`config.mk`:
```
export PLATFORM = sky130hd
export DESIGN_NAME = prqd_front
export DESIGN_NICKNAME = d
export VERILOG_FILES = /design/src/prqd_pkg.sv /design/src/prqd_front.sv
export SDC_FILE = /design/constraint.sdc
export NUM_CORES = 1
export LEC_CHECK = 0
export ABC_AREA = 1
export BUFFER_PORTS_ARGS = -buffer_cell sky130_fd_sc_hd__buf_2
export CORE_ASPECT_RATIO = 1.5
export CORE_MARGIN = 8
export CORE_UTILIZATION = 40
export DETAILED_ROUTE_END_ITERATION = 8
export PLACE_DENSITY = 0.8
export SLEW_MARGIN = 20
export SYNTH_ARGS = -nofsm -noshare
export SYNTH_HDL_FRONTEND = slang
export SYNTH_SLANG_ARGS = --single-unit
```
`constraint.sdc`:
```
create_clock -name vclk -period 1.8
set_input_delay 0.36 -clock vclk [all_inputs]
set_output_delay 0.36 -clock vclk [all_outputs]
set_load 0.02 [all_outputs]
```
`src/prqd_pkg.sv`:
```
// shared types and constants for the pending request queue drain block
package prqd_pkg;

	localparam int QUEUE_DEPTH_DEF = 64;
	localparam int CMDQ_DEPTH      = 2;

	localparam int INODE_W  = 32;
	localparam int OFFSET_W = 48;
	localparam int DEVBLK_W = 32;
	localparam int BLK_W    = 32;
	localparam int SHIFT_W  = 5;
	localparam int STATUS_W = 2;
	localparam int APB_AW   = 3;
	localparam int APB_DW   = 32;

	localparam logic [SHIFT_W-1:0] SHIFT_RESET = 5'd12;

	// register index, taken from the word address bit
	localparam logic REG_BLOCK_SIZE_SHIFT = 1'b0;

	typedef enum logic [STATUS_W-1:0] {
		ST_OK        = 2'd0,
		ST_FULL      = 2'd1,
		ST_TOO_LARGE = 2'd2,
		ST_NOT_FOUND = 2'd3
	} status_t;

	typedef enum logic {
		CMD_ENQ   = 1'b0,
		CMD_DRAIN = 1'b1
	} cmd_t;

	typedef enum logic [1:0] {
		EX_IDLE,
		EX_SCAN,
		EX_POP_RD,
		EX_POP_EMIT
	} exec_state_t;

	typedef enum logic {
		SCAN_CLEAR,
		SCAN_FIND
	} scan_mode_t;

	// classified command as it sits in the queue between front and back
	typedef struct packed {
		cmd_t                cmd;
		logic [INODE_W-1:0]  inode;
		logic [OFFSET_W-1:0] offset;
		logic [DEVBLK_W-1:0] dev;
		logic [BLK_W-1:0]    blk;
		logic                too_large;
	} req_t;

endpackage

```
`src/prqd_front.sv`:
```
// front end: takes commands and works out the block number and range check
module prqd_front (
	input  logic                           start,
	input  logic                           command,
	input  logic [prqd_pkg::INODE_W-1:0]   inode_number,
	input  logic [prqd_pkg::OFFSET_W-1:0]  byte_offset,
	input  logic [prqd_pkg::DEVBLK_W-1:0]  device_block,
	input  logic [prqd_pkg::SHIFT_W-1:0]   shift,
	input  logic                           q_full,
	output logic                           busy,
	output logic                           push,
	output prqd_pkg::req_t                 req
);

	logic [prqd_pkg::OFFSET_W-1:0] shifted;

	assign shifted = byte_offset >> shift;
	assign busy    = q_full;
	assign push    = start && !q_full;

	always_comb begin
		req.cmd       = prqd_pkg::cmd_t'(command);
		req.inode     = inode_number;
		req.offset    = byte_offset;
		req.dev       = device_block;
		req.blk       = shifted[prqd_pkg::BLK_W-1:0];
		// block number of 2^32 or more
		req.too_large = |shifted[prqd_pkg::OFFSET_W-1:prqd_pkg::BLK_W];
	end

endmodule

```
## After elaboration in Yosys (flattened, before gate mapping)

Cells that the tools add are included.

| cells by class | value |
|---|---|
| shift operators | 1 |
| reductions and logical operators | 3 |

Operator list:

| cell | count |
|---|---|
| $shr A48 B5 Y48 | 1 |
| $reduce_or A16 Y1 | 1 |
| $logic_and A1 B1 Y1 | 1 |
| $logic_not A1 Y1 | 1 |

| storage, ports and cells | value |
|---|---|
| register bits | 0 |
| bits of input ports | 120 |
| output and inout bits | 148 |
| logic and storage cells | 4 |

## Depth between registers and ports, before layout

| depth | value |
|---|---|
| depth after elaboration | 2 |
| depth in mapped cells | 13 |
| mapped depth without buffers | 11 |

## Worst setup path after synthesis

Ideal clock, no wire load.

| timing path | value |
|---|---|
| kind | input to output |
| start point | in shift[3] in the netlist's numbering |
| end point | out req[29] in the netlist's numbering |
| arrival | 1.667 ns |
| required time | 1.440 ns |
| setup slack | -0.227 ns |
| stages | 6 |
| buffers on the path | 3 |
| cells stage by stage | clkbuf_1 > inv_2 > buf_2 > buf_1 > nand3_1 > o21ai_0 |

RTL lines:

| item | line | text |
|---|---|---|
| start, declared | prqd_front.sv:8 | `input logic [prqd_pkg::SHIFT_W-1:0] shift,` |
| end, declared | prqd_front.sv:12 | `output prqd_pkg::req_t req` |

==> metrics <==
leakage dissipation 2.436 nW; synthesized area 3635 um^2; Core Rows 42; violated checks setup timing; status finished with violations; crit path time final 2085 ps; Seq/Total Area, Yosys 0%; relative slew slack 77.43%; final instance area 5045 um^2; initial antenna violation count 0; Non-Filler Instances 821; Compound-Gate Fraction of Synth Area 17.18%; Final HPWL DP 12230 um; vias in the first global route 4779; clock buffer count 0; Pre-Repair DR Iteration Count 6; Slew Limit Fails 0; final wirelength 17510 um; total grt overflow 0; drt initial violations 721; Final Worst Setup Slack -284.8 ps; Slew @ Worst Pin 337.1 ps; share of layout cells above drive strength 1 54.01%; Hold Vio Cnt, Final 0; Chip Width 93.83 um; ANT cells 0; Wirelength per Cell 21.33 um; Pwr Density 370.9 nW/um^2; CP Launch Type input pin; Starting Density 41.17%; syn nets 780; maximum VDD drop 0.1382 mV; IO Port Bufs 138; Max-cap violations 0; core area 8828 um^2; cell taking the most area after synthesis nand3_1; Critical Path Sink Type primary output; routed vias 5220; Hold Path Class in -> out; register area 0 um^2; crit path max fanout 5; Fin Hold WS 720.0 ps; largest family of logic cells by synthesized area simple AND/OR/NAND/NOR gates; die height 132.8 um; syn_area_per_cell 5.507 um^2; Synth Area in Adders 0%; area fraction of the dominant cell type after synthesis 24.23%; # setup viols final 33; largest net degree at the start of global routing 44; FF+latch count 0; via/cell ratio 6.358; fin nets 833; placed inst area 3965 um^2; first-pass GRT wire length 24830 um; WP data arrival 1720 ps; Synth cell types 27; RSZ-0062 raised after global routing true; highest clock rate 0.4797 GHz; CP Data Required Time 1440 ps; Area Growth Syn to Fin 38.80%; Die ar. 12460 um^2; routability cong. 0.9724; cell count after placement 806; Final period util 115.8%; Crit Path Category in -> out; XOR/XNOR Fraction of Synth Area 0%; I/O pin count 268; top cells by area, synth nand3_1 24%, buf_4 24%, nand2_1 17%; total track usage 24.29%; post-route ant nets 0; Synth Area in Simple Gates 49.29%; # DRC 0; mux cell area share after synthesis 0.2754%; yosys synthesis warning count 0; Syn Inst Count 660
per-stage QoR:
stage	TNS (ps)	power (mW)	setup WS (ps)	utilization, %
after floorplan	0	1.183	0.07783	-
after global placement	-10940	1.413	-379.0	44.91
after detailed placement	-11770	1.429	-416.0	44.91
after CTS	-3813	1.689	-187.9	52.41
after global routing	-7295	1.979	-292.2	57.14
final	-5660	1.871	-284.8	57.14
synth_stat cells, drive strengths merged:
cell type / instances
o211ai: 47
and2: 3
a21o: 1
inv: 11
clkbuf: 16
nand3: 180
o21ai: 45
mux2i: 1
o21a: 2
nand2: 173
nand4: 3
buf: 149
nor2: 8
or2: 21
logic make-up after synthesis:
logic type / count (synthesis)
multiplexers: 1
buffers and inverters: 176
AND/OR/NAND/NOR: 388
AO/OA/AOI/OAI: 95
routing by layer:
| metal | global-route usage, % | wire (um) |
|---|---|---|
| met1 | 25.89 | 5704 |
| met2 | 41.99 | 8343 |
| met3 | 2.039 | 1710 |
| met4 | 19.57 | 1756 |
| met5 | 0 | 0 |
area by class of cell:
class              count  area, um^2
well taps            110       137.6
inverters             11       65.06
fillers              771        3784
repair inverters       2       27.53
multi-input cells    484        3039
repair buffers       214        1775
power by group:
part | leakage, nW | internal, mW | switching [mW]
clock network | 0 | 0 | 0
registers | 0 | 0 | 0
logic | 2.44 | 0.768 | 1.10
cells in the final DEF, fill, tap and decap left out, drive strengths merged:
| master | count |
|---|---|
| nand2 | 173 |
| o211ai | 47 |
| or2 | 21 |
| buf | 212 |
| and2 | 3 |
| o21ai | 45 |
| o21a | 2 |
| nor2 | 8 |
| clkbuf | 2 |
| nand4 | 3 |
| inv | 13 |
| a21o | 1 |
| mux2i | 1 |
| nand3 | 180 |
worst paths after layout:
check | from | slack, ps | to | depth (start not counted)
worst max-delay path | shift[0] | -280 | req[3] | 10
worst min-delay path | inode_number[8] | 720 | req[121] | 0
what timing repair did:
| item | CTS | global route |
|---|---|---|
| endpoints found under the setup margin | 33 | 33 |
| resized for setup | 152 | 88 |
| cloned | 7 | 3 |
| hold buffers | 0 | 0 |
| pin swaps | 26 | 44 |
| buffers inserted | 4 | 1 |
critical path, cell delays in order:
cell      delay (ps)
buf_16           140
buf_12           120
nand2_1           70
nand2_2           90
o21ai_2           80
or2_1            260
o211ai_1         160
nand3_1          200
nand2_2          120
buf_6            120
Note: power is estimated with default switching activity, not from simulation.
