`src/prqd_pkg.sv`:
```
// shared types and constants for the pending request queue drain block
package prqd_pkg;

	localparam int QUEUE_DEPTH_DEF = 64;
	localparam int CMDQ_DEPTH      = 2;

	localparam int INODE_W  = 32;
	localparam int OFFSET_W = 48;
	localparam int DEVBLK_W = 32;
	localparam int BLK_W    = 32;
	localparam int SHIFT_W  = 5;
	localparam int STATUS_W = 2;
	localparam int APB_AW   = 3;
	localparam int APB_DW   = 32;

	localparam logic [SHIFT_W-1:0] SHIFT_RESET = 5'd12;

	// register index, taken from the word address bit
	localparam logic REG_BLOCK_SIZE_SHIFT = 1'b0;

	typedef enum logic [STATUS_W-1:0] {
		ST_OK        = 2'd0,
		ST_FULL      = 2'd1,
		ST_TOO_LARGE = 2'd2,
		ST_NOT_FOUND = 2'd3
	} status_t;

	typedef enum logic {
		CMD_ENQ   = 1'b0,
		CMD_DRAIN = 1'b1
	} cmd_t;

	typedef enum logic [1:0] {
		EX_IDLE,
		EX_SCAN,
		EX_POP_RD,
		EX_POP_EMIT
	} exec_state_t;

	typedef enum logic {
		SCAN_CLEAR,
		SCAN_FIND
	} scan_mode_t;

	// classified command as it sits in the queue between front and back
	typedef struct packed {
		cmd_t                cmd;
		logic [INODE_W-1:0]  inode;
		logic [OFFSET_W-1:0] offset;
		logic [DEVBLK_W-1:0] dev;
		logic [BLK_W-1:0]    blk;
		logic                too_large;
	} req_t;

endpackage

```
`src/prqd_cmdq.sv`:
```
// short command queue between the front end and the executor
module prqd_cmdq (
	input  logic           clk,
	input  logic           arst_n,
	input  logic           push,
	input  prqd_pkg::req_t push_data,
	input  logic           pop,
	output logic           full,
	output logic           empty,
	output prqd_pkg::req_t head
);

	localparam int PTR_W = (prqd_pkg::CMDQ_DEPTH > 1) ? $clog2(prqd_pkg::CMDQ_DEPTH) : 1;
	localparam int CNT_W = $clog2(prqd_pkg::CMDQ_DEPTH + 1);

	prqd_pkg::req_t   slots_q [prqd_pkg::CMDQ_DEPTH];
	logic [PTR_W-1:0] wr_ptr_q;
	logic [PTR_W-1:0] rd_ptr_q;
	logic [CNT_W-1:0] count_q;
	logic             do_push;
	logic             do_pop;

	function automatic logic [PTR_W-1:0] next_ptr(input logic [PTR_W-1:0] p);
		return (p == PTR_W'(prqd_pkg::CMDQ_DEPTH - 1)) ? '0 : p + PTR_W'(1);
	endfunction

	assign full    = (count_q == CNT_W'(prqd_pkg::CMDQ_DEPTH));
	assign empty   = (count_q == '0);
	assign head    = slots_q[rd_ptr_q];
	assign do_push = push && !full;
	assign do_pop  = pop && !empty;

	always_ff @(posedge clk or negedge arst_n) begin
		if (!arst_n) begin
			wr_ptr_q <= '0;
			rd_ptr_q <= '0;
			count_q  <= '0;
		end else begin
			if (do_push) begin
				wr_ptr_q <= next_ptr(wr_ptr_q);
			end
			if (do_pop) begin
				rd_ptr_q <= next_ptr(rd_ptr_q);
			end
			if (do_push && !do_pop) begin
				count_q <= count_q + CNT_W'(1);
			end else if (do_pop && !do_push) begin
				count_q <= count_q - CNT_W'(1);
			end
		end
	end

	always_ff @(posedge clk) begin
		if (do_push) begin
			slots_q[wr_ptr_q] <= push_data;
		end
	end

endmodule

```
`config.mk`:
```
export PLATFORM = sky130hd
export DESIGN_NAME = prqd_cmdq
export DESIGN_NICKNAME = d
export VERILOG_FILES = /design/src/prqd_pkg.sv /design/src/prqd_cmdq.sv
export SDC_FILE = /design/constraint.sdc
export NUM_CORES = 1
export LEC_CHECK = 0
export ABC_AREA = 1
export BUFFER_PORTS_ARGS = -buffer_cell sky130_fd_sc_hd__buf_2
export CAP_MARGIN = 10
export CORE_MARGIN = 5
export CORE_UTILIZATION = 47
export DETAILED_ROUTE_END_ITERATION = 8
export GPL_ROUTABILITY_DRIVEN = 0
export PLACE_DENSITY = 0.85
export SETUP_SLACK_MARGIN = 0.4
export SLEW_MARGIN = 20
export SYNTH_ARGS = -nofsm -noshare
export SYNTH_HDL_FRONTEND = slang
export SYNTH_SLANG_ARGS = --single-unit
```
`constraint.sdc`:
```
create_clock -name clk -period 7.3 [get_ports clk]
set_input_delay 0.73 -clock clk [delete_from_list [all_inputs] [get_ports clk]]
set_output_delay 0.73 -clock clk [all_outputs]
set_load 0.005 [all_outputs]
```
# Word-level counts from Yosys, hierarchy flattened
# Memory sizes are Yosys's and may differ from the RTL's.
# Cells that the tools add are included.
[word_totals] ramBits=292 register_bits=4 latchBits=0 memories=1 wordCells=25 input_bits=150 rom_bits=0 out_inout_bits=148
[memory_table] name="slots_q" depth=2 word_bits=146 read_ports=1 rd_ports_with_merged_regs=0 wr=1 line_no="prqd_cmdq.sv:16" rtl="prqd_pkg::req_t slots_q [prqd_pkg::CMDQ_DEPTH];"
[classes] shifts=0 div=0 order_cmp=0 n_reduce_logical=10 bitwise_logic=0 n_addsub=4 n_mul=0 muxes=6 eq_ne=1
[ops] op="$logic_and 1x1->1" count=4
[ops] op="$logic_not 1->1" count=4
[ops] op="$mux 1" count=4
[ops] op="$mux 2" count=2
[ops] op="$add 1x1->1 const B" count=2
[ops] op="$add 2x1->2 const B" count=1
[ops] op="$eq 2x2->1 const B" count=1
[ops] op="$logic_not 2->1" count=1
[ops] op="$reduce_bool 2->1" count=1
[ops] op="$sub 2x1->2 const B" count=1

# Longest topological paths before layout
# Gate-level depths: netlist (run 1).
[depth] ltp_word=7 mapped_depth=9

# Least setup slack after synthesis (run 1)
# No wires, ideal clock.
[synth_path] path_kind="input -> register" from="input push" to="memory slots_q[1][0] (netlist bit) (enable)" setup_time_ns=0.653 required_ns=6.647 arrival_ns=6.897 stages=2 setup_slack_ns=-0.251 cell_sequence="o21ai_0 > nor2_1"
[synth_between] elab_chain_len=3
[synth_rtl] item="start, declared" line_no="prqd_cmdq.sv:5" rtl="input logic push,"
[synth_rtl] item="$logic_and 1x1->1" line_no="prqd_cmdq.sv:30" rtl="assign do_push = push && !full;"
[synth_rtl] item="$mux 1" line_no="prqd_cmdq.sv:54" rtl="if (do_push) begin"
[synth_rtl] item="$mux 1 (implied by the code)" line_no="prqd_cmdq.sv:55" rtl="slots_q[wr_ptr_q] <= push_data;"
[synth_rtl] item="end, declared" line_no="prqd_cmdq.sv:16"
# No other way between the ends.

==> results.md, run 1 <==
- Status: complete, no violations
- Number of synthesized flops with an enable pin: 292
- Multi-input gate area: 1750 µm²
- Fin nets: 1247
- Final Hold Violating Endpoints: 0
- Peak per-stage delay on the critical path: between 0.8 and 0.9 ns
- Postcts setup bufs: 0
- # IOs: 298
- Starting Density: 0.4776
- CTS Buf Count: 29
- Post-route cell area: 13570 µm²
- Unique masters post-synth: 15
- Global Route met1 Usage: 0.2090
- Fin crit share: 0.5274
- Pin count of the biggest net entering global routing: 93
- Vias: 6909
- DRT Pass-1 Iters: 5
- Fin. max-slew vios: 0
- Layer with the highest usage: met2
- Crit path cell chain: inv_4, buf_4, nand2_1, nand2_1, buf_2
- DIE WIDTH: 161.7 µm
- Gr usage total: 0.1767
- CP startpoint: rd_ptr_q
- Post-layout util: 0.5992
- Placed cell areas: between 10000 and 15000 µm²
- # rows: 55
- Fraction of layout cells with a size suffix above 1: 0.3104
- Crit-path most repeated cell: nand2_1
- Seq/Total Area, Yosys: 0.8202
- Slew HR: 0.3461
- FF-to-FF path depth: 6
- Final Setup Violations: 0
- 1st-iter DRT viols: 416
- Max FO, Critical Path: 87
- WL/cell: 17.10 µm
- DRC Markers: 0
- Main synth FF type: edfxtp_1
- Hold WS: 0.3863 ns
- Synth Register Bits: between 200 and 300
- CP endpoint kind: output port
- Inst Count DP: 1349
- Area Overhead vs Synth: 25.47%
- Number of global-route vias before repair: 7063
- Max_cap viols: 0
- Worst min-delay path endpoint: slots_q[1][127]
- Peak VDD IR: 0.2601 mV
- WHS Path Cells: 1
- Met3 GRT Util: 0.05557
- Grt ovf: 0
- Cell Pwr Density: about 410 nW/µm²
- R2R Path Start: count_q[1]
- Startpoint types: flip-flop
- Synth top cells by count: 447 x nand2_1, 292 x edfxtp_1, 26 x buf_2
- Total Wirelength: 24020 µm
- Worst Hold Launch: push_data[127]
- Root Buffer: clkbuf_16
- Die area: 26140 µm²
- Ranking of synthesized cells by area: edfxtp_1 81%, nand2_1 16%, buf_2 1.2%
- Reg area: between 8000 and 9000 µm²
- Syn Std Cell Area: 10810 µm²
- Worst clock skew: 0.007027 ns
- Antenna violations before repair: 7
- Crit Reg-Reg Endpoint: slots_q[0][34]
- Leak: ~5.9 nW
- Crit path DAT: 3.12 ns
- R2R Setup Slk: 4.57 ns
- Routed Antenna Nets: 0
- Slowest cell on crit path: buf_4
- Clock sinks: 296
- CP required: between 6 and 7 ns
- Post-Layout Cell Count: 1405
- Hold WC Path Type: primary input to flip-flop
- Core area: 22640 µm²
- H-tree level count: 1
- Deepest clock path buffer count: 3
- CP Class: flip-flop to output port
- Post-synth ARST share: 0.01351
- Sum Neg Setup Slack: 0 ns
- Input/output buffers: 297
- Avg Cell Area, Syn: 13.62 µm²
- Fmax: ~0.26 GHz
- Post-Syn Instances: around 790
- Clk Latency, worst-skew pair: 0.53 ns
- RSZ-0062 raised after global routing: false
- Post-synth net total: about 950
- CTS clock-pin slew for the worst setup and hold paths: 0.06 ns
- Leading area contributor after synthesis: edfxtp_1
- Fin crit period: 3.850 ns
- Share of the synthesized area in the top cell type: 0.8109
- DP Wirelength: 15470 µm
- # fillers: 1684
- Vias per cell: 4.917
- Count leader, synth: nand2_1
- Synth warn: 0
- Worst-Margin Slew: 0.9808 ns
- First-pass GRT wire length: 36810 µm
- Met2 Usage GRT: 0.3103
- CTS tree: built
- Die Height: roughly 160 µm
-- cell families after synthesis --
logic type	count (synthesis)	synth area share
DFF	296	0.8202
xor gates and xnor gates	1	0.0008101
adders and majority gates	1	0.001157
AOI/OAI and AO/OA	2	0.0009257
buffers and inverters	40	0.01863
and+or+nand+nor	454	0.1583
-- cell type report --
cell class	count	area share
inverters	8	0.002767
multi-input cells	458	0.1290
clock buffers	32	0.05432
clock inverters	21	0.02020
diodes	2	0.0003689
repair buffers	303	0.1131
flip-flops and latches	296	0.6540
well taps	285	0.02628
-- flip-flops by register name, summed over array words and instances (netlist names) --
register,cells
slots_q,292
rd_ptr_q,1
count_q,2
wr_ptr_q,1
-- critical path, delay by kind of cell (launching register included) --
| family | cells | cell delay [ns] |
|---|---|---|
| flip-flops | 1 | 0.72 |
| buffers and inverters | 3 | 1.51 |
| AND/OR/NAND/NOR | 2 | 0.25 |
-- placed cells by master, fill, tap and decap left out --
cell | netlist | final
clkbuf_1 | 1 | 3
clkinv_1 | 0 | 9
buf_2 | 26 | 297
buf_4 | 5 | 5
diode_2 | 0 | 2
o21ai_0 | 2 | 2
dlygate4sd3_1 | 0 | 1
nand3b_1 | 1 | 1
nand2_1 | 447 | 447
xnor2_1 | 1 | 1
bufinv_16 | 0 | 7
ha_1 | 1 | 1
inv_4 | 0 | 1
inv_6 | 0 | 1
clkinvlp_4 | 0 | 2
clkbuf_16 | 0 | 29
dfrtp_1 | 4 | 3
nand3_1 | 1 | 1
dfrtp_4 | 0 | 1
inv_1 | 7 | 6
edfxtp_1 | 292 | 292
clkinv_2 | 0 | 3
nand4_1 | 1 | 1
nor2_1 | 4 | 3
nor2_4 | 0 | 1
-- layer usage --
| layer | share of wire | vias up |
|---|---|---|
| met5 | 0.0025 | - |
| met4 | 0.030 | 8 |
| met3 | 0.10 | 59 |
| met2 | 0.49 | 335 |
| met1 | 0.37 | 3214 |
| li1 | - | 3293 |
-- metrics by stage --
step / worst slack [ns] / power [W]
2_1_floorplan: 2.204 / 0.003325
3_3_place_gp: 3.956 / 0.003956
3_5_place_dp: 3.942 / 0.004015
4_1_cts: 3.370 / 0.005588
5_1_grt: 3.184 / 0.005851
6_report: 3.450 / 0.005511
-- report_power, final --
| group | internal (W) | switching [W] |
|---|---|---|
| Combinational | 0.000518 | 0.000970 |
| Sequential | 0.00232 | 0.000140 |
| Clock | 0.000968 | 0.000592 |
-- how the worst max path moves through the flow --
stage / to / cells past startpoint
2_1_floorplan: slots_q[1][0] / 2
3_3_place_gp: head[4] / 5
3_5_place_dp: head[113] / 5
4_1_cts: head[129] / 5
5_1_grt: head[36] / 5
6_report: head[36] / 5
-- timing repair --
action,CTS,global route
gates resized for setup,0,0
hold endpoints to repair,4,0
hold buffers,1,0
No activity file was read; power rests on OpenSTA's default activity.
==> run 2, diff against run 1 <==
--- a/config.mk
+++ b/config.mk
@@ -12,7 +12,7 @@
 export CORE_UTILIZATION = 47
 export DETAILED_ROUTE_END_ITERATION = 8
 export GPL_ROUTABILITY_DRIVEN = 0
-export PLACE_DENSITY = 0.85
+export PLACE_DENSITY = 0.82
 export SETUP_SLACK_MARGIN = 0.4
 export SLEW_MARGIN = 20
 export SYNTH_ARGS = -nofsm -noshare
==> constraint.sdc (replaced) <==
create_clock -name clk -period 3.9 [get_ports clk]
set_input_delay 0.39 -clock clk [delete_from_list [all_inputs] [get_ports clk]]
set_output_delay 0.39 -clock clk [all_outputs]
set_load 0.005 [all_outputs]
==> run 2 against run 1 <==
Effect of this change: global-route usage increased by 0.13 points; count of clock-buffer cells in the layout increased by 11; via count increased by 0.72%; largest cell class unchanged; cell count increased by 0.36%.
==> results.md, run 2 (synthesis results as in run 1) <==
- FF-to-FF path depth: 3
- Final Hold Violating Endpoints: 0
- Fin crit period: approximately 3.2 ns
- Root Buffer: clkbuf_16
- Vias: approximately 7000
- Number of global-route vias before repair: 7254
- Fin nets: 1252
- R2R Path Start: rd_ptr_q
- Inst Count DP: 1352
- H-tree level count: 1
- Met3 GRT Util: 0.06293
- Routed Antenna Nets: 0
- # rows: 55
- Status: complete, no violations
- Die Height: 161.7 µm
- Post-place setup slack: 1.276 ns
- Fraction of layout cells with a size suffix above 1: 0.3096
- Global Route met1 Usage: 0.2123
- 1st-iter DRT viols: 419
- Starting Density: 0.4776
- Slew HR: 0.4062
- CP endpoint kind: output port
- Input/output buffers: 297
- Gr usage total: 0.1780
- Biggest regs: slots_q x292, count_q x2
- Switching Share: 0.3138
- Die area: 26140 µm²
- Max FO, Critical Path: roughly 80
- Crit Reg-Reg Endpoint: rd_ptr_q
- Sequential share of power: 0.452
- Leak: 5.852 nW
- Crit path to: head[92]
- Total Wirelength: between 20000 and 25000 µm
- Post-Layout Cell Count: 1410
- CTS clock-pin slew for the worst setup and hold paths: approximately 0.060 ns
- First-pass GRT wire length: around 37000 µm
- DIE WIDTH: 161.7 µm
- CP Class: flip-flop to output port
- Met2 Usage GRT: 0.3080
- RSZ-0062 raised after global routing: false
- Layer with the highest usage: met2
- Hold WC Path Type: primary input to flip-flop
- CP required: 3.51 ns
- Hold WS: approximately 0.031 ns
- Fmax: about 0.31 GHz
- DP Wirelength: 15430 µm
- Final Setup Violations: 0
- Startpoint types: flip-flop
- Antenna violations before repair: 3
- Deepest clock path buffer count: 3
- Fin crit share: 0.8265
- DRT Pass-1 Iters: 5
- Max reg flops: 292
- Clock sinks: 296
- Commonest non-fill, non-tap cell in the layout: nand2_1
- # fillers: 1736
- Peak VDD IR: 0.5343 mV
- Net Sw Power: 0.003211 W
- CP startpoint: rd_ptr_q
- Comb power frac: 0.276
- CTS tree: built
- Clk Latency, worst-skew pair: 0.54 ns
- Clk network pwr share: 0.271
- Fin. max-slew vios: 0
- WL/cell: ~17 µm
- Int Power: ~0.007 W
- Max_cap viols: 0
- Core area: 22640 µm²
- Area Overhead vs Synth: 25.55%
- Cell Pwr Density: 753.6 nW/µm²
- Total power: between 0.01 and 0.015 W
- Grt ovf: 0
- R2R Setup Slk: 1.75 ns
- Crit path DAT: 2.83 ns
- Largest Register: slots_q
- DRC Markers: 0
- CTS Buf Count: 29
- Pin count of the biggest net entering global routing: 86
- # IOs: 298
- Final setup margin: 0.6767 ns
- Post-CTS Resized: 0
- Vias per cell: just under 5
- Worst clock skew: 0.03078 ns
- Worst-Margin Slew: 0.8907 ns
- Most frequent cells in the layout: 447 x nand2_1, 297 x buf_2, 292 x edfxtp_1
- Sum Neg Setup Slack: 0 ns
-- run 2: cell type report --
cell class / instances / area (µm²) / share of cell area
clock buffer: 43 / 798.3 / 0.05880
tap: 285 / 356.6 / 0.02627
inverter: 8 / 36.28 / 0.002673
antenna: 1 / 2.502 / 0.0001843
multi-input combinational: 458 / 1750 / 0.1289
clock inverter: 11 / 157.7 / 0.01161
timing repair buffer: 308 / 1602 / 0.1180
sequential: 296 / 8872 / 0.6535
-- run 2: worst min-delay path by stage --
stage                                 to  depth (start not counted)           from  slack, ns
after global routing      slots_q[1][81]                          1  push_data[81]      0.007
after global placement        count_q[0]                          1         arst_n       0.20
after floorplan               count_q[0]                          0         arst_n       0.09
after detailed placement      count_q[0]                          1         arst_n       0.20
after CTS                 slots_q[1][83]                          1  push_data[83]      0.001
final                     slots_q[1][86]                          1  push_data[86]       0.03
-- run 2: metal layers --
layer	part of all wire	routed length, µm	vias up
met5	0.00087	21	-
met4	0.023	551	4
met3	0.10	2473	45
met2	0.50	12010	286
met1	0.38	9153	3327
li1	-	-	3297
-- run 2: per-stage QoR --
step / util / area [µm²]
2_1_floorplan: - / 10820
3_3_place_gp: 0.5560 / 12590
3_5_place_dp: 0.5560 / 12590
4_1_cts: 0.5995 / 13570
5_1_grt: 0.5996 / 13580
6_report: 0.5996 / 13580
-- run 2: power by group through the flow --
stage                     sequential (W)  clock (W)  combinational (W)
after floorplan                  0.00458          0            0.00161
after global placement           0.00466          0            0.00280
after detailed placement         0.00469          0            0.00286
after CTS                        0.00463    0.00284            0.00289
after global routing             0.00470    0.00297            0.00316
final                            0.00463    0.00278            0.00283
-- run 2: repair_timing --
action                    CTS  global route
setup buffers               0             0
hold buffers                3             0
hold endpoints to repair    7             0
-- run 2: worst max-delay path: stages (launching register included) --
cell and delay [ns]:
dfrtp_4 0.91, buf_4 0.82, nand2_1 0.16, nand2_1 0.14, buf_2 0.12
==> run 3, diff against run 2 <==
--- a/config.mk
+++ b/config.mk
@@ -5,14 +5,14 @@
 export SDC_FILE = /design/constraint.sdc
 export NUM_CORES = 1
 export LEC_CHECK = 0
-export ABC_AREA = 1
+export ABC_AREA = 0
 export BUFFER_PORTS_ARGS = -buffer_cell sky130_fd_sc_hd__buf_2
 export CAP_MARGIN = 10
 export CORE_MARGIN = 5
 export CORE_UTILIZATION = 47
 export DETAILED_ROUTE_END_ITERATION = 8
 export GPL_ROUTABILITY_DRIVEN = 0
-export PLACE_DENSITY = 0.82
+export PLACE_DENSITY = 0.85
 export SETUP_SLACK_MARGIN = 0.4
 export SLEW_MARGIN = 20
 export SYNTH_ARGS = -nofsm -noshare
==> constraint.sdc (replaced) <==
create_clock -name clk -period 2.8 [get_ports clk]
set_input_delay 0.28 -clock clk [delete_from_list [all_inputs] [get_ports clk]]
set_output_delay 0.28 -clock clk [all_outputs]
set_load 0.005 [all_outputs]
==> run 3 against run 2 <==
Effect of this change: sequential power increased by 36%; critical endpoint is now head[111]; largest power group unchanged; global-route usage increased by 0.60 points; critical path depth decreased by 1; register-to-register slack got worse by 0.83 ns; total power increased by 37%; design area increased by 11%; sequential share of layout area decreased by 6.2 points; largest cell class unchanged; clock power increased by 29%.
==> results.md, run 3 <==
- DP Wirelength: 14400 µm
- Crit path DAT: 2.04 ns
- Input/output buffers: 297
- Post-synth net total: roughly 620
- Crit path to: head[111]
- Avg Cell Area, Syn: 22.80 µm²
- Area Overhead vs Synth: 39.14%
- Inst Count DP: between 1000 and 1500
- Share of the synthesized area in the top cell type: 0.8132
- Core area: 22640 µm²
- CTS Buf Count: 28
- Post-Layout Cell Count: about 1300
- R2R Path Start: count_q[0]
- Hold WC Path Type: primary input to flip-flop
- Post-synth ARST share: 0.01351
- CTS tree: built
- Post-CTS Resized: 0
- Max_cap viols: 0
- Peak VDD IR: 0.8717 mV
- Multi-input gate area: 1760 µm²
- DRC Markers: 0
- Synth warn: 0
- DIE WIDTH: between 150 and 200 µm
- # fillers: 1418
- Number of global-route vias before repair: 6862
- Startpoint types: flip-flop
- Fin crit period: 2.320 ns
- Number of synthesized flops with an enable pin: 292
- CP endpoint kind: output port
- # rows: 55
- Count leader, synth: edfxtp_1
- Slowest cell on crit path: dfrtp_4
- Peak per-stage delay on the critical path: 0.44 ns
- Fraction of layout cells with a size suffix above 1: 0.5151
- Ranking of synthesized cells by area: edfxtp_1 81%, mux2_2 15%, buf_6 1.6%
- Antenna violations before repair: 2
- Starting Density: 0.4763
- Max FO, Critical Path: 93
- Synth Register Bits: 296
- Total power: 0.01400 W
- Crit Reg-Reg Endpoint: slots_q[1][47]
- Fin crit share: 0.8284
- Fmax: around 0.43 GHz
- Main synth FF type: edfxtp_1
- Worst clock skew: approximately 0.012 ns
- Pin count of the biggest net entering global routing: 94
- Reg area: around 8900 µm²
- Leading area contributor after synthesis: edfxtp_1
- # IOs: 298
- First-pass GRT wire length: 37830 µm
- Post-place setup slack: about 0.9 ns
- CP Class: flip-flop to output port
- WL/cell: 19.96 µm
- WP buf/inv: 2
- Die area: 26070 µm²
- Worst-Margin Slew: just over 0.6 ns
- Crit path cell chain: buf_12, mux2_2, buf_2
- DRT Pass-1 Iters: 4
- Unique masters post-synth: 14
- Deepest clock path buffer count: 3
- Die Height: ~160 µm
- H-tree level count: 1
- Synth top cells by count: 292 x edfxtp_1, 146 x mux2_2, 15 x buf_6
- Clock sinks: 296
- Fin nets: 1094
- Crit path depth: 3
- CP startpoint: rd_ptr_q
- Root Buffer: clkbuf_16
- CP required: 2.52 ns
- Hold WS: 0.09503 ns
- Gr usage total: 0.1840
- FF-to-FF path depth: 3
- Status: complete, no violations
- 1st-iter DRT viols: around 360
- Slew HR: 0.5867
- Post-Syn Instances: ~470
- Worst path top cell family by delay: buffers and inverters
- Clk Latency, worst-skew pair: 0.53 ns
- Leak: roughly 5.7 nW
- Final Hold Violating Endpoints: 0
- Commonest non-fill, non-tap cell in the layout: buf_2
- Routed Antenna Nets: 0
- Vias: 6229
- Cell Pwr Density: 933.2 nW/µm²
- Largest Register: slots_q
- Final Setup Violations: 0
- Total Wirelength: about 25000 µm
- Max reg flops: 292
- Fin. max-slew vios: 0
- Vias per cell: 4.979
- Seq/Total Area, Yosys: 0.8225
- Biggest regs: slots_q x292, count_q x2
- R2R Setup Slk: roughly 0.92 ns
- Grt ovf: 0
- CTS clock-pin slew for the worst setup and hold paths: 0.06 ns
- RSZ-0062 raised after global routing: false
- Most frequent cells in the layout: 297 x buf_2, 292 x edfxtp_1, 147 x dlygate4sd3_1
- Syn Std Cell Area: 10780 µm²
- Final setup margin: 0.4805 ns
run 3: cell count changes in the layout (fill, tap and decap cells not counted), moves of 3 or more:
cell	before	now
inv_1	6	2
buf_12	2	7
nand2_1	447	0
clkinv_2	2	5
dlygate4sd3_1	3	147
mux2_2	0	146
run 3: what timing repair did:
| item | CTS | global route |
|---|---|---|
| hold buffers | 147 | 0 |
| endpoints found under the hold margin | 296 | 0 |
| buffers inserted | 0 | 0 |
| setup endpoints to repair | 0 | 0 |
run 3: where the power goes:
part           leakage, nW  total (W)  switching (W)  internal [W]
registers             2.76    0.00631       0.000256       0.00606
clock network        0.423    0.00359        0.00151       0.00207
logic                 2.51    0.00410        0.00205       0.00205
total                 5.69     0.0140        0.00382        0.0102
run 3: how the worst min path moves through the flow:
stage | end | depth (start not counted) | start
after detailed placement | count_q[0] | 1 | arst_n
after floorplan | count_q[0] | 0 | arst_n
after global routing | wr_ptr_q | 3 | push
final | wr_ptr_q | 3 | push
after global placement | count_q[1] | 1 | arst_n
after CTS | wr_ptr_q | 3 | push
run 3: kinds of logic after synthesis:
logic type,count (synthesis),share of synthesized area
XOR/XNOR,5,0.004062
AO/OA/AOI/OAI,1,0.0004637
buffers and inverters,18,0.01682
AND/OR/NAND/NOR,6,0.002553
adder cells (fa/ha/maj),1,0.001160
multiplexers,146,0.1525
flip-flops,296,0.8225
run 3: worst reg2reg max path, stage by stage (launching register included):
cell      delay [ns]
dfrtp_1         0.44
nand2b_4        0.19
and3_4          0.60
buf_4           0.35
run 3: stage by stage:
step | cell area [µm²] | setup TNS (ns) | util
2_1_floorplan | 10810 | -62.71 | -
3_3_place_gp | 12660 | 0 | 0.5592
3_5_place_dp | 12660 | 0 | 0.5592
4_1_cts | 15000 | 0 | 0.6623
5_1_grt | 15000 | 0 | 0.6626
6_report | 15000 | 0 | 0.6627
run 3: layout make-up:
class	count	area share
flip-flops and latches	296	0.5914
repair buffers	456	0.2090
multi-input cells	159	0.1173
clock buffers	39	0.05087
well taps	285	0.02377
clock inverters	11	0.006672
inverters	2	0.0005004
diodes	3	0.0005004
run 3: layer usage:
layer  share of wire  track usage  vias to the layer above
met5               0            0                        -
li1                -            -                     2841
met3           0.068      0.04363                       48
met2            0.54       0.3443                      279
met4           0.025      0.05428                        0
met1            0.37       0.2090                     3061
